## config.mk

```make
export PLATFORM = sky130hd
export DESIGN_NAME = signed_int_to_decimal_ascii
export DESIGN_NICKNAME = d
export VERILOG_FILES = /design/src/rtl/sitda_pkg.sv /design/src/rtl/sitda_ctrl.sv /design/src/rtl/sitda_dp.sv /design/src/rtl/signed_int_to_decimal_ascii.sv
export SDC_FILE = /design/constraint.sdc
export NUM_CORES = 1
export LEC_CHECK = 0
export BUFFER_PORTS_ARGS = -buffer_cell sky130_fd_sc_hd__buf_4
export CAP_MARGIN = 20
export CORE_ASPECT_RATIO = 1.1
export CORE_UTILIZATION = 40
export CTS_BUF_LIST = sky130_fd_sc_hd__clkbuf_4
export CTS_CLUSTER_DIAMETER = 50
export DETAILED_ROUTE_END_ITERATION = 6
export PLACE_DENSITY = 0.53
export RECOVER_POWER = 50
export SKIP_CTS_REPAIR_TIMING = 1
export SLEW_MARGIN = 20
export SYNTH_ARGS = -nofsm -noshare
export SYNTH_HDL_FRONTEND = slang
export SYNTH_SLANG_ARGS = --single-unit
```

## constraint.sdc

```tcl
create_clock -name i_clk -period 3.1 [get_ports i_clk]
set_input_delay 0.62 -clock i_clk [delete_from_list [all_inputs] [get_ports i_clk]]
set_output_delay 0.62 -clock i_clk [all_outputs]
set_load 0.01 [all_outputs]
```

## src/rtl/sitda_pkg.sv

```systemverilog
// Shared types and constants for the signed integer to decimal ASCII converter.
`default_nettype none

package sitda_pkg;

    localparam logic [6:0] ASCII_ZERO  = 7'd48;
    localparam logic [6:0] ASCII_MINUS = 7'd45;

    // Sequencer states, one-hot.
    typedef enum logic [4:0] {
        S_IDLE  = 5'b00001,
        S_CONV  = 5'b00010,
        S_SKIP  = 5'b00100,
        S_SIGN  = 5'b01000,
        S_DIGIT = 5'b10000
    } t_state;

    // Commands from the controller to the datapath.
    typedef struct packed {
        logic load;      // capture a new request
        logic conv;      // one shift-and-add-3 step
        logic next_dig;  // drop the leading BCD digit
        logic sel_sign;  // present '-' instead of a digit
    } t_dp_cmd;

    // Status from the datapath to the controller.
    typedef struct packed {
        logic conv_done; // current conversion step is the last one
        logic top_zero;  // leading BCD digit is zero
        logic last_dig;  // leading BCD digit is the last one
        logic neg;       // request value was negative
    } t_dp_sts;

endpackage

`default_nettype wire

```

## src/rtl/sitda_ctrl.sv

```systemverilog
// Controller FSM: sequences load, conversion, zero suppression and emission.
`default_nettype none

module sitda_ctrl (
    input  wire logic               i_clk,
    input  wire logic               i_rst_n,
    input  wire logic               i_in_valid,
    output logic                    o_in_ready,
    output logic                    o_out_valid,
    input  wire logic               i_out_ready,
    input  wire sitda_pkg::t_dp_sts i_sts,
    output sitda_pkg::t_dp_cmd      o_cmd
);

    sitda_pkg::t_state r_state;
    sitda_pkg::t_state n_state;

    always_ff @(posedge i_clk) begin
        if (!i_rst_n) begin
            r_state <= sitda_pkg::S_IDLE;
        end else begin
            r_state <= n_state;
        end
    end

    always_comb begin
        n_state      = r_state;
        o_cmd        = '0;
        o_in_ready   = 1'b0;
        o_out_valid  = 1'b0;
        unique case (r_state)
            sitda_pkg::S_IDLE: begin
                o_in_ready = 1'b1;
                if (i_in_valid) begin
                    o_cmd.load = 1'b1;
                    n_state    = sitda_pkg::S_CONV;
                end
            end
            sitda_pkg::S_CONV: begin
                o_cmd.conv = 1'b1;
                if (i_sts.conv_done) begin
                    n_state = sitda_pkg::S_SKIP;
                end
            end
            sitda_pkg::S_SKIP: begin
                // strip leading zeros, keeping at least one digit
                if (i_sts.top_zero && !i_sts.last_dig) begin
                    o_cmd.next_dig = 1'b1;
                end else if (i_sts.neg) begin
                    n_state = sitda_pkg::S_SIGN;
                end else begin
                    n_state = sitda_pkg::S_DIGIT;
                end
            end
            sitda_pkg::S_SIGN: begin
                o_out_valid    = 1'b1;
                o_cmd.sel_sign = 1'b1;
                if (i_out_ready) begin
                    n_state = sitda_pkg::S_DIGIT;
                end
            end
            sitda_pkg::S_DIGIT: begin
                o_out_valid = 1'b1;
                if (i_out_ready) begin
                    if (i_sts.last_dig) begin
                        n_state = sitda_pkg::S_IDLE;
                    end else begin
                        o_cmd.next_dig = 1'b1;
                    end
                end
            end
            default: begin
                n_state = sitda_pkg::S_IDLE;
            end
        endcase
    end

endmodule

`default_nettype wire

```

## src/rtl/sitda_dp.sv

```systemverilog
// Datapath: magnitude, double-dabble BCD register and character output.
`default_nettype none

module sitda_dp #(
    parameter int DATA_WIDTH = 32,
    parameter int NDIG       = 10
) (
    input  wire logic                   i_clk,
    input  wire logic signed [DATA_WIDTH-1:0] i_value,
    input  wire sitda_pkg::t_dp_cmd     i_cmd,
    output sitda_pkg::t_dp_sts          o_sts,
    output logic [6:0]                  o_character,
    output logic                        o_final_char
);

    localparam int BW   = $clog2(DATA_WIDTH);
    localparam int DCW  = $clog2(NDIG + 1);
    localparam int NBCD = NDIG * 4;

    logic [DATA_WIDTH-1:0] r_mag;
    logic [DATA_WIDTH-1:0] n_mag;
    logic [NBCD-1:0]       r_bcd;
    logic [NBCD-1:0]       n_bcd;
    logic [NBCD-1:0]       w_adj;
    logic [BW-1:0]         r_bit_cnt;
    logic [BW-1:0]         n_bit_cnt;
    logic [DCW-1:0]        r_dig_left;
    logic [DCW-1:0]        n_dig_left;
    logic                  r_neg;
    logic                  n_neg;
    logic [3:0]            w_top;

    // add 3 to every digit of 5 or more before the shift
    always_comb begin
        for (int i = 0; i < NDIG; i++) begin
            if (r_bcd[i*4 +: 4] >= 4'd5) begin
                w_adj[i*4 +: 4] = r_bcd[i*4 +: 4] + 4'd3;
            end else begin
                w_adj[i*4 +: 4] = r_bcd[i*4 +: 4];
            end
        end
    end

    always_comb begin
        n_mag      = r_mag;
        n_bcd      = r_bcd;
        n_bit_cnt  = r_bit_cnt;
        n_dig_left = r_dig_left;
        n_neg      = r_neg;
        if (i_cmd.load) begin
            n_neg      = i_value[DATA_WIDTH-1];
            n_mag      = i_value[DATA_WIDTH-1] ? (~i_value + 1'b1) : i_value;
            n_bcd      = '0;
            n_bit_cnt  = BW'(DATA_WIDTH - 1);
            n_dig_left = DCW'(NDIG);
        end else if (i_cmd.conv) begin
            n_bcd     = {w_adj[NBCD-2:0], r_mag[DATA_WIDTH-1]};
            n_mag     = {r_mag[DATA_WIDTH-2:0], 1'b0};
            n_bit_cnt = r_bit_cnt - 1'b1;
        end else if (i_cmd.next_dig) begin
            n_bcd      = {r_bcd[NBCD-5:0], 4'd0};
            n_dig_left = r_dig_left - 1'b1;
        end
    end

    always_ff @(posedge i_clk) begin
        r_mag      <= n_mag;
        r_bcd      <= n_bcd;
        r_bit_cnt  <= n_bit_cnt;
        r_dig_left <= n_dig_left;
        r_neg      <= n_neg;
    end

    assign w_top = r_bcd[NBCD-1 -: 4];

    assign o_sts.conv_done = (r_bit_cnt == '0);
    assign o_sts.top_zero  = (w_top == 4'd0);
    assign o_sts.last_dig  = (r_dig_left == DCW'(1));
    assign o_sts.neg       = r_neg;

    assign o_character  = i_cmd.sel_sign ? sitda_pkg::ASCII_MINUS
                                         : (sitda_pkg::ASCII_ZERO + {3'd0, w_top});
    assign o_final_char = o_sts.last_dig && !i_cmd.sel_sign;

endmodule

`default_nettype wire

```

## src/rtl/signed_int_to_decimal_ascii.sv

```systemverilog
// Top level: signed integer to decimal ASCII text converter.
//
// Converts one two's complement integer of DATA_WIDTH bits into its decimal
// text, one ASCII character per output request, most significant first: a
// '-' for negative values, leading zeros suppressed, "0" for zero, and
// o_final_char set on the last character. One request is handled at a time;
// o_in_ready is high only while the block is idle. Each request is loaded,
// then converted by DATA_WIDTH shift-and-add-3 steps in the
// double-dabble converter (one magnitude bit per cycle); each suppressed
// leading zero is then dropped in turn, a decision step picks sign or digit,
// and the characters are emitted, each held until the output takes it. At
// DATA_WIDTH 32 the BCD register holds 10 digits.
`default_nettype none

module signed_int_to_decimal_ascii #(
    parameter int DATA_WIDTH = 32
) (
    input  wire logic                         i_clk,
    input  wire logic                         i_rst_n,
    input  wire logic                         i_in_valid,
    output logic                              o_in_ready,
    input  wire logic signed [DATA_WIDTH-1:0] i_value,
    output logic                              o_out_valid,
    input  wire logic                         i_out_ready,
    output logic [6:0]                        o_character,
    output logic                              o_final_char
);

    // decimal digits needed for DATA_WIDTH bits (log10(2) ~ 1233/4096)
    localparam int NDIG = (DATA_WIDTH * 1233) / 4096 + 1;

    sitda_pkg::t_dp_cmd w_cmd;
    sitda_pkg::t_dp_sts w_sts;

    sitda_ctrl u_ctrl (
        .i_clk       (i_clk),
        .i_rst_n     (i_rst_n),
        .i_in_valid  (i_in_valid),
        .o_in_ready  (o_in_ready),
        .o_out_valid (o_out_valid),
        .i_out_ready (i_out_ready),
        .i_sts       (w_sts),
        .o_cmd       (w_cmd)
    );

    sitda_dp #(
        .DATA_WIDTH (DATA_WIDTH),
        .NDIG       (NDIG)
    ) u_dp (
        .i_clk        (i_clk),
        .i_value      (i_value),
        .i_cmd        (w_cmd),
        .o_sts        (w_sts),
        .o_character  (o_character),
        .o_final_char (o_final_char)
    );

endmodule

`default_nettype wire

```

==> impl_metrics.ini, run 1 <==
[sta]
finClkSkew_ns = 0.0204
setup_viol = 0
tightestPinTransition_ns = 1.55
hold_viol = 0
max_freq_mhz = 395
slew_viol_final = 33
relSlewSlack = -0.0305
rsz0062_at_grt = false
fin_crit_sh = 0.816
min_period_ns = 2.53
fin_setup_tns_ns = 0

[cts]
clk_path_buf_depth = 2
root_buffer = clkbuf_4
worstSkewPairLatency_ns = 0.46
tritoncts = built
cts_buffers = 9
cts_htree_levels = 3
clk_pin_slew_ns = 0.14
cts_sinks = 87

[power_and_ir_drop]
vdd_ir_drop_max_uv = 173
power_leakage_nw = 2.26
p_per_area_nw_per_um2 = 389

[critical_path]
crit_top_cell = a211oi_1
ff2ff_setup_slack_ns = 0.57
cpPeakStageDelay_ns = 0.58
cp.arrival_ns = 2.90
critPathMaxFanout = 44
cp.required_ns = 3.47
worstPathCellList = nor4_1 > nand4_1 > a21oi_1 > buf_12 > a211oi_1 > a211oi_1
cpMaxStageDelayCell = nor4_1
cp-end-kind = flip-flop
critPathKind = flip-flop to flip-flop
crit_family = compound AO/OA/AOI/OAI gates
critical_path.startpoint_type = flip-flop
critPathBufInv = 1

[flow_run]
maxCapViolations = 1

[floorplanning]
die_area_um2 = 14100
num_rows = 44
start_util = 0.411
dieWidth_um = 113
pin_count = 46
die_h_um = 124
core_area_um2 = 13300

[logic_synthesis]
ys_seq_elements = 87
syn_inst = 620
ys_seq_area_frac = 0.380
yosysUniqueCellTypes = 53
yosys-top-cells-area = dfxtp_1, edfxtp_1, ha_1
ys.flop_type = dfxtp_1
avgSynthCellArea_um2 = 8.79
synth_edf_count = 33
synth_top_cell_area_share = 0.198
yosys.area.top_type = dfxtp_1
yosysMostFrequentCell = nand2_1
synthArstFlopShare = 0
synthTopCellsByCount = nand2_1, dfxtp_1, o21ai_0, a21oi_1, edfxtp_1
synth_nets = 682
syn_area_um2 = 5450
ys_warn_count = 0

[cells_and_area]
postLayoutCoreUtil = 0.453
num_antenna_cells = 0
nets = 705
syn_to_final_growth_pct = 10.3
drive_above_1_share = 0.119

[hold_path]
hold_path_class = input port to flip-flop

[detailed_routing]
drtAntennaViolNets = 0
num_vias = 4552
wl_um = 11800
drt_iter0_drc = 258
wl_per_cell_um = 14.2
dr.pass1.iters = 4
via_per_inst = 5.47
drc = 0

[global_route]
grt_max_degree = 45
grt_pass1_vias = 4270
grt_pass1_wl_um = 20200
grt_usage = 0.176
antenna_found_initial = 0
grt.overflow.total = 0

[place]
place_congestion = 0.762
dp_hpwl_um = 8270
io_buffer_count = 43

[outcome]
violations = capacitance limit, slew limit
outcome = complete, but fails checks
layout make-up:
type	count	area [um2]
Inverter	31	116
Sequential cell	87	2070
Fill cell	1291	7250
Multi-Input combinational cell	459	3070
Timing Repair Buffer	55	405
Clock buffer	12	90.1
Clock inverter	4	25.0
Tap cell	184	230
flip-flops by register name (all words and copies together) (netlist names):
name,flops
u_ctrl.r_state,5
u_dp.r_bcd,40
u_dp.r_bit_cnt,5
u_dp.r_dig_left,4
u_dp.r_mag,32
u_dp.r_neg,1
kinds of logic (layout without fill, tap and decap cells):
group / Yosys count / in the layout / share of synthesized area
AO/OA/AOI/OAI: 190 / 190 / 0.232
AND/OR/NAND/NOR: 183 / 183 / 0.175
flip-flops: 87 / 87 / 0.380
buffers and inverters: 74 / 102 / 0.0560
XOR/XNOR: 45 / 45 / 0.0723
adder cells (fa/ha/maj): 26 / 26 / 0.0597
multiplexers: 13 / 13 / 0.0239
other: 2 / 2 / 0.00138
report_power, final:
| part | internal (W) | switching [W] |
|---|---|---|
| Clock | 0.000190 | 0.000394 |
| Sequential | 0.00131 | 0.0000386 |
| Combinational | 0.000144 | 0.000257 |
path summary, 6_finish.rpt:
kind                           from           endpoint  cells past startpoint
setup / recovery  u_ctrl.r_state[4]      u_dp.r_bcd[7]                      6
hold / removal              i_rst_n  u_ctrl.r_state[0]                      2
setup reg to reg  u_ctrl.r_state[4]      u_dp.r_bcd[7]                      6
hold reg to reg      u_dp.r_bcd[37]     u_dp.r_bcd[37]                      2
stage by stage:
stage | worst slack [ns] | instances | hold slack, ns | cell area (um2) | total power (W)
after floorplan | 0.458 | 620 | 0.448 | 5450 | 0.00164
after global placement | 0.164 | 816 | 0.462 | 5930 | 0.00178
after global routing | 0.326 | 832 | 0.386 | 6010 | 0.00248
after detailed placement | 0.142 | 816 | 0.470 | 5930 | 0.00179
final | 0.571 | 832 | 0.403 | 6010 | 0.00234
after CTS | 0.592 | 832 | 0.372 | 6040 | 0.00238
placed cells by master, fill, tap and decap left out, types with 18 or more instances in the layout:
cell / count
o21ai_0: 49
a211oi_1: 27
nor3_1: 24
ha_1: 26
buf_4: 48
a21oi_1: 44
inv_1: 30
edfxtp_1: 33
xor2_1: 30
nand2_1: 57
a22oi_1: 18
nand3_1: 26
dfxtp_1: 54
worst register-to-register path, stage by stage (launching register included):
cell	delay, ns
dfxtp_1	0.44
nor4_1	0.58
nand4_1	0.20
a21oi_1	0.53
buf_12	0.29
a211oi_1	0.13
a211oi_1	0.25
per-layer routing:
metal  share of wire  global-route usage  up-vias
li1                -                   -     2308
met1            0.47               0.220     2161
met2            0.49               0.302       70
met3           0.033              0.0331       13
met4           0.014              0.0573        0
met5               0                   0        -
(Power assumes the default switching activity.)
==> run 2: changes to the inputs <==
--- a/config.mk
+++ b/config.mk
@@ -12,7 +12,7 @@
 export CTS_BUF_LIST = sky130_fd_sc_hd__clkbuf_4
 export CTS_CLUSTER_DIAMETER = 50
 export DETAILED_ROUTE_END_ITERATION = 6
-export PLACE_DENSITY = 0.53
+export PLACE_DENSITY = 0.55
 export RECOVER_POWER = 50
 export SKIP_CTS_REPAIR_TIMING = 1
 export SLEW_MARGIN = 20
==> constraint.sdc (replaced) <==
create_clock -name i_clk -period 2.2 [get_ports i_clk]
set_input_delay 0.44 -clock i_clk [delete_from_list [all_inputs] [get_ports i_clk]]
set_output_delay 0.44 -clock i_clk [all_outputs]
set_load 0.01 [all_outputs]
==> run 2 against run 1 <==
Compared with the run above: setup slack worse by 0.47 ns; highest routed layer unchanged; the flow now finishes without violations; non-clock buffer count up 26; register-to-register slack got worse by 0.43 ns; largest cell class unchanged; sequential share of layout area decreased by 1.4 points; die area is the same; cell count grew 3.4%; sequential power up 40%; worst hold slack got worse by 0.15 ns.
==> impl_metrics.ini, run 2 (synthesis results as in run 1) <==
[outcome]
outcome = complete, no violations

[sta]
rsz0062_at_grt = false
fin_crit_sh = 0.954
fin_setup_tns_ns = 0
fin_ws_ns = 0.100
finClkSkew_ns = 0.0135
hold_viol = 0
min_period_ns = 2.10
max_freq_mhz = 476
setup_viol = 0
slew_viol_final = 0

[place]
place_congestion = 0.792
place_inst = 842
dp_hpwl_um = 8320
pre_cts_slack_ns = -0.289
post_dp_cell_area_um2 = 6180
io_buffer_count = 43

[power_and_ir_drop]
power_leakage_nw = 2.39
intPower_w = 0.00246
p_per_area_nw_per_um2 = 548
vdd_ir_drop_max_uv = 258
p_sw_frac = 0.283
p_comb_frac = 0.184
pwr-share-clk = 0.264
power.net_switching_w = 0.000972
pwr-share-seq = 0.552

[floorplanning]
pin_count = 46
dieWidth_um = 113
start_util = 0.411
die_h_um = 124
die_area_um2 = 14100
num_rows = 44
core_area_um2 = 13300

[global_route]
antenna_found_initial = 2
grt_max_degree = 47
grt_pass1_wl_um = 20600
grt.overflow.total = 0
grt_pass1_vias = 4440
grt_usage = 0.180

[cells_and_area]
top_register = u_dp.r_bcd
largest_registers = u_dp.r_bcd x40, u_dp.r_mag x32
syn_to_final_growth_pct = 14.8
design_area_um2 = 6260
layout_common_cells = buf_4, nand2_1, dfxtp_1, o21ai_0, a21oi_1
drive_above_1_share = 0.154
nets = 731
postLayoutCoreUtil = 0.472
finalNonFillerCells = 860
largest_register_ffs = 40
layout_commonest_cell = buf_4

[hold_path]
hold_path_class = input port to flip-flop
whs_path_depth = 2

[detailed_routing]
wl_per_cell_um = 14.1
drc = 0
dr.pass1.iters = 4
dr_wl_met3_um = 304
num_vias = 4669
via_per_inst = 5.43
drt_iter0_drc = 267
m1WireLength_um = 5840
wl_met2_um = 5790
drtAntennaViolNets = 0
wl_um = 12100
top_layer = met4

[cts]
cts_buffers = 9
root_buffer = clkbuf_4
tritoncts = built
cts_sinks = 87
clk_path_buf_depth = 2
worstSkewPairLatency_ns = 0.45
clk_pin_slew_ns = 0.13
cts_htree_levels = 3

[critical_path]
cpPeakStageDelay_ns = 0.58
ff2ff_setup_slack_ns = 0.14
r2r_start = u_ctrl.r_state[1]
cp.required_ns = 1.76
critPathKind = flip-flop to output port
cp.arrival_ns = 1.66
critPathBufInv = 1
critPathMaxFanout = 11
crit_family = flip-flops
r2r_cells = 6
worstPathCellList = xnor2_1 > nor4_1 > buf_4
crit_path_start = u_ctrl.r_state[3]
r2r-end = u_dp.r_bcd[11]
cp-end-kind = output port
critical_path.startpoint_type = flip-flop
worst-path-stages = 3
crit_end = o_out_valid
cpMaxStageDelayCell = dfxtp_1

[flow_run]
maxCapViolations = 0
[run 2: cell count changes in the layout (fill, tap and decap cells not counted), sizes merged]
cell,delta
buf,+26
bufinv,+1
clkbuf,-1
clkinv,+1
clkinvlp,-1
diode,+2
[run 2: area by class of cell]
cell class                 count  area (um2)
antenna                        2        5.00
clock buffer                  11        82.6
clock inverter                 5        50.0
fill                        1295        7010
inverter                      31         116
multi-input combinational    459        3060
sequential                    87        2070
tap                          184         230
timing repair buffer          81         643
[run 2: worst min-delay path by stage]
stage	end	from	slack, ns
CTS	u_ctrl.r_state[0]	i_rst_n	0.22
finish	u_ctrl.r_state[0]	i_rst_n	0.26
global placement	u_dp.r_bcd[37]	u_dp.r_bcd[37]	0.46
global route	u_ctrl.r_state[0]	i_rst_n	0.22
detailed placement	u_dp.r_bcd[37]	u_dp.r_bcd[37]	0.46
floorplan	u_dp.r_bcd[37]	u_dp.r_bcd[37]	0.45
[run 2: per-layer routing]
layer / vias up / track usage
met5: - / 0
met2: 74 / 0.302
met1: 2222 / 0.229
met4: 0 / 0.0751
li1: 2362 / -
met3: 11 / 0.0253
[run 2: metrics by stage]
stage | power (W) | hold WS [ns]
2_1_floorplan | 0.00231 | 0.448
3_3_place_gp | 0.00256 | 0.460
3_5_place_dp | 0.00258 | 0.463
4_1_cts | 0.00349 | 0.217
5_1_grt | 0.00364 | 0.225
6_report | 0.00343 | 0.255
[run 2: power groups by stage]
| stage | Sequential [W] | Clock (W) | Combinational, W |
|---|---|---|---|
| final | 0.00189 | 0.000907 | 0.000631 |
| after CTS | 0.00189 | 0.000952 | 0.000646 |
| after detailed placement | 0.00193 | 0 | 0.000646 |
| after global placement | 0.00193 | 0 | 0.000634 |
| after floorplan | 0.00191 | 0 | 0.000401 |
| after global routing | 0.00191 | 0.00102 | 0.000711 |
==> run 3: changes to the inputs <==
--- a/config.mk
+++ b/config.mk
@@ -12,6 +12,7 @@
 export CTS_BUF_LIST = sky130_fd_sc_hd__clkbuf_4
 export CTS_CLUSTER_DIAMETER = 50
 export DETAILED_ROUTE_END_ITERATION = 6
+export GPL_TIMING_DRIVEN = 0
 export PLACE_DENSITY = 0.55
 export RECOVER_POWER = 50
 export SKIP_CTS_REPAIR_TIMING = 1
==> run 3 against run 2 <==
Compared with the run above: sequential cell count did not move; register-to-register slack barely moved; clock-buffer cell count fell by 2; via count rose by 1.7%; setup slack got worse by 0.032 ns; utilization rose by 0.16 points; critical path depth rose by 6; fmax fell by 1.5%; combinational power rose by 4.4%; cell area rose by 0.34%; die area did not move.
==> impl_metrics.ini, run 3 (synthesis results as in run 1) <==
[critical_path]
ff2ff_setup_slack_ns = 0.13
cp.arrival_ns = 2.36
r2r_cells = 7
critPathBufInv = 3
critical_path.startpoint_type = input port
crit_family = simple AND/OR/NAND/NOR gates
cpMaxStageDelayCell = or3b_1
cpPeakStageDelay_ns = 0.42
worstPathCellList = buf_4 > inv_1 > ha_2 > or3b_1 > or3_1 > buf_6 > o31ai_2 > xor2_1 > o21ai_0
r2r_start = u_ctrl.r_state[4]
cp-end-kind = flip-flop
cp.required_ns = 2.42
critPathKind = input port to flip-flop
critPathMaxFanout = 9
r2r-end = u_dp.r_bcd[24]

[floorplanning]
die_area_um2 = 14100
core_area_um2 = 13300
start_util = 0.411
dieWidth_um = 113
die_h_um = 124
num_rows = 44
pin_count = 46

[sta]
fin_ws_ns = 0.0683
fin_crit_sh = 0.969
holdWs_ns = 0.217
fin_setup_tns_ns = 0
finClkSkew_ns = 0.0155
hold_viol = 0
setup_viol = 0
rsz0062_at_grt = true
max_freq_mhz = 469
tightestPinTransition_ns = 0.750
slew_viol_final = 0
min_period_ns = 2.13
relSlewSlack = 0.500

[cts]
tritoncts = built
cts_buffers = 9
worstSkewPairLatency_ns = 0.47
clk_pin_slew_ns = 0.15
cts_sinks = 87
clk_path_buf_depth = 2
cts_htree_levels = 3
root_buffer = clkbuf_4

[global_route]
grt.overflow.total = 0
antenna_found_initial = 0
grt_pass1_wl_um = 22700
grt_max_degree = 33
grt_usage = 0.204
grt_pass1_vias = 4548

[detailed_routing]
via_per_inst = 5.49
dr.pass1.iters = 4
num_vias = 4747
drc = 0
wl_um = 13800
drtAntennaViolNets = 0
drt_iter0_drc = 212
wl_per_cell_um = 16.0

[cells_and_area]
largest_registers = u_dp.r_bcd x40, u_dp.r_mag x32
postLayoutCoreUtil = 0.473
nets = 738
regArea_um2 = 2070
num_antenna_cells = 0
layout_common_cells = nand2_1, dfxtp_1, o21ai_0, buf_4, a21oi_1
fill_cells = 1313
top_register = u_dp.r_bcd
syn_to_final_growth_pct = 15.2
largest_register_ffs = 40
layout_commonest_cell = nand2_1
drive_above_1_share = 0.159
multi_input_area_um2 = 3140

[hold_path]
hp-start = i_in_valid
whs_path_depth = 2
holdPathEnd = u_ctrl.r_state[0]
hold_path_class = input port to flip-flop

[flow_run]
maxCapViolations = 0

[place]
pre_cts_slack_ns = -0.677
place_congestion = 0.804
dp_hpwl_um = 9810
io_buffer_count = 42

[power_and_ir_drop]
vdd_ir_drop_max_uv = 302
power_leakage_nw = 2.39
p_per_area_nw_per_um2 = 583

[outcome]
outcome = complete, no violations
run 3: changes by cell type in the layout (fill, tap and decap cells not counted), sizes merged, moves of 2 or more:
cell	delta
diode	-2
inv	+3
buf	-19
clkbuf	+23
run 3: layout make-up:
type / count / area share
timing repair buffer: 46 / 0.0538
multi-input combinational: 460 / 0.500
clock buffer: 9 / 0.0108
tap: 184 / 0.0367
sequential: 87 / 0.330
buffer: 41 / 0.0337
clock inverter: 7 / 0.0165
inverter: 31 / 0.0185
run 3: metal layers:
layer / track usage / vias to the layer above / share of wire
li1: - / 2392 / -
met1: 0.259 / 2257 / 0.46
met2: 0.350 / 85 / 0.49
met3: 0.0360 / 13 / 0.035
met4: 0.0635 / 0 / 0.011
met5: 0 / - / 0
run 3: how the worst max path moves through the flow:
stage / start / slack, ns / endpoint / cells after the start
2_1_floorplan: i_value[10] / -0.05 / u_dp.r_mag[29] / 6
3_3_place_gp: u_ctrl.r_state[1] / -0.65 / u_dp.r_mag[10] / 6
3_5_place_dp: u_ctrl.r_state[1] / -0.68 / u_dp.r_mag[8] / 6
4_1_cts: u_ctrl.r_state[1] / -0.71 / u_dp.r_mag[13] / 6
5_1_grt: u_ctrl.r_state[2] / -0.04 / o_character[3] / 5
6_report: i_value[0] / 0.07 / u_dp.r_mag[26] / 9
run 3: report_power, final:
part	total (W)	internal (W)	switching, W
Sequential	0.00190	0.00185	0.0000509
Combinational	0.000659	0.000240	0.000418
Clock	0.00111	0.000477	0.000629
run 3: stage by stage:
step / std cells / total power [W] / cell area (um2)
floorplan: 620 / 0.00231 / 5470
global placement: 846 / 0.00254 / 6020
detailed placement: 846 / 0.00255 / 6020
CTS: 862 / 0.00365 / 6190
global route: 865 / 0.00386 / 6280
finish: 865 / 0.00366 / 6280
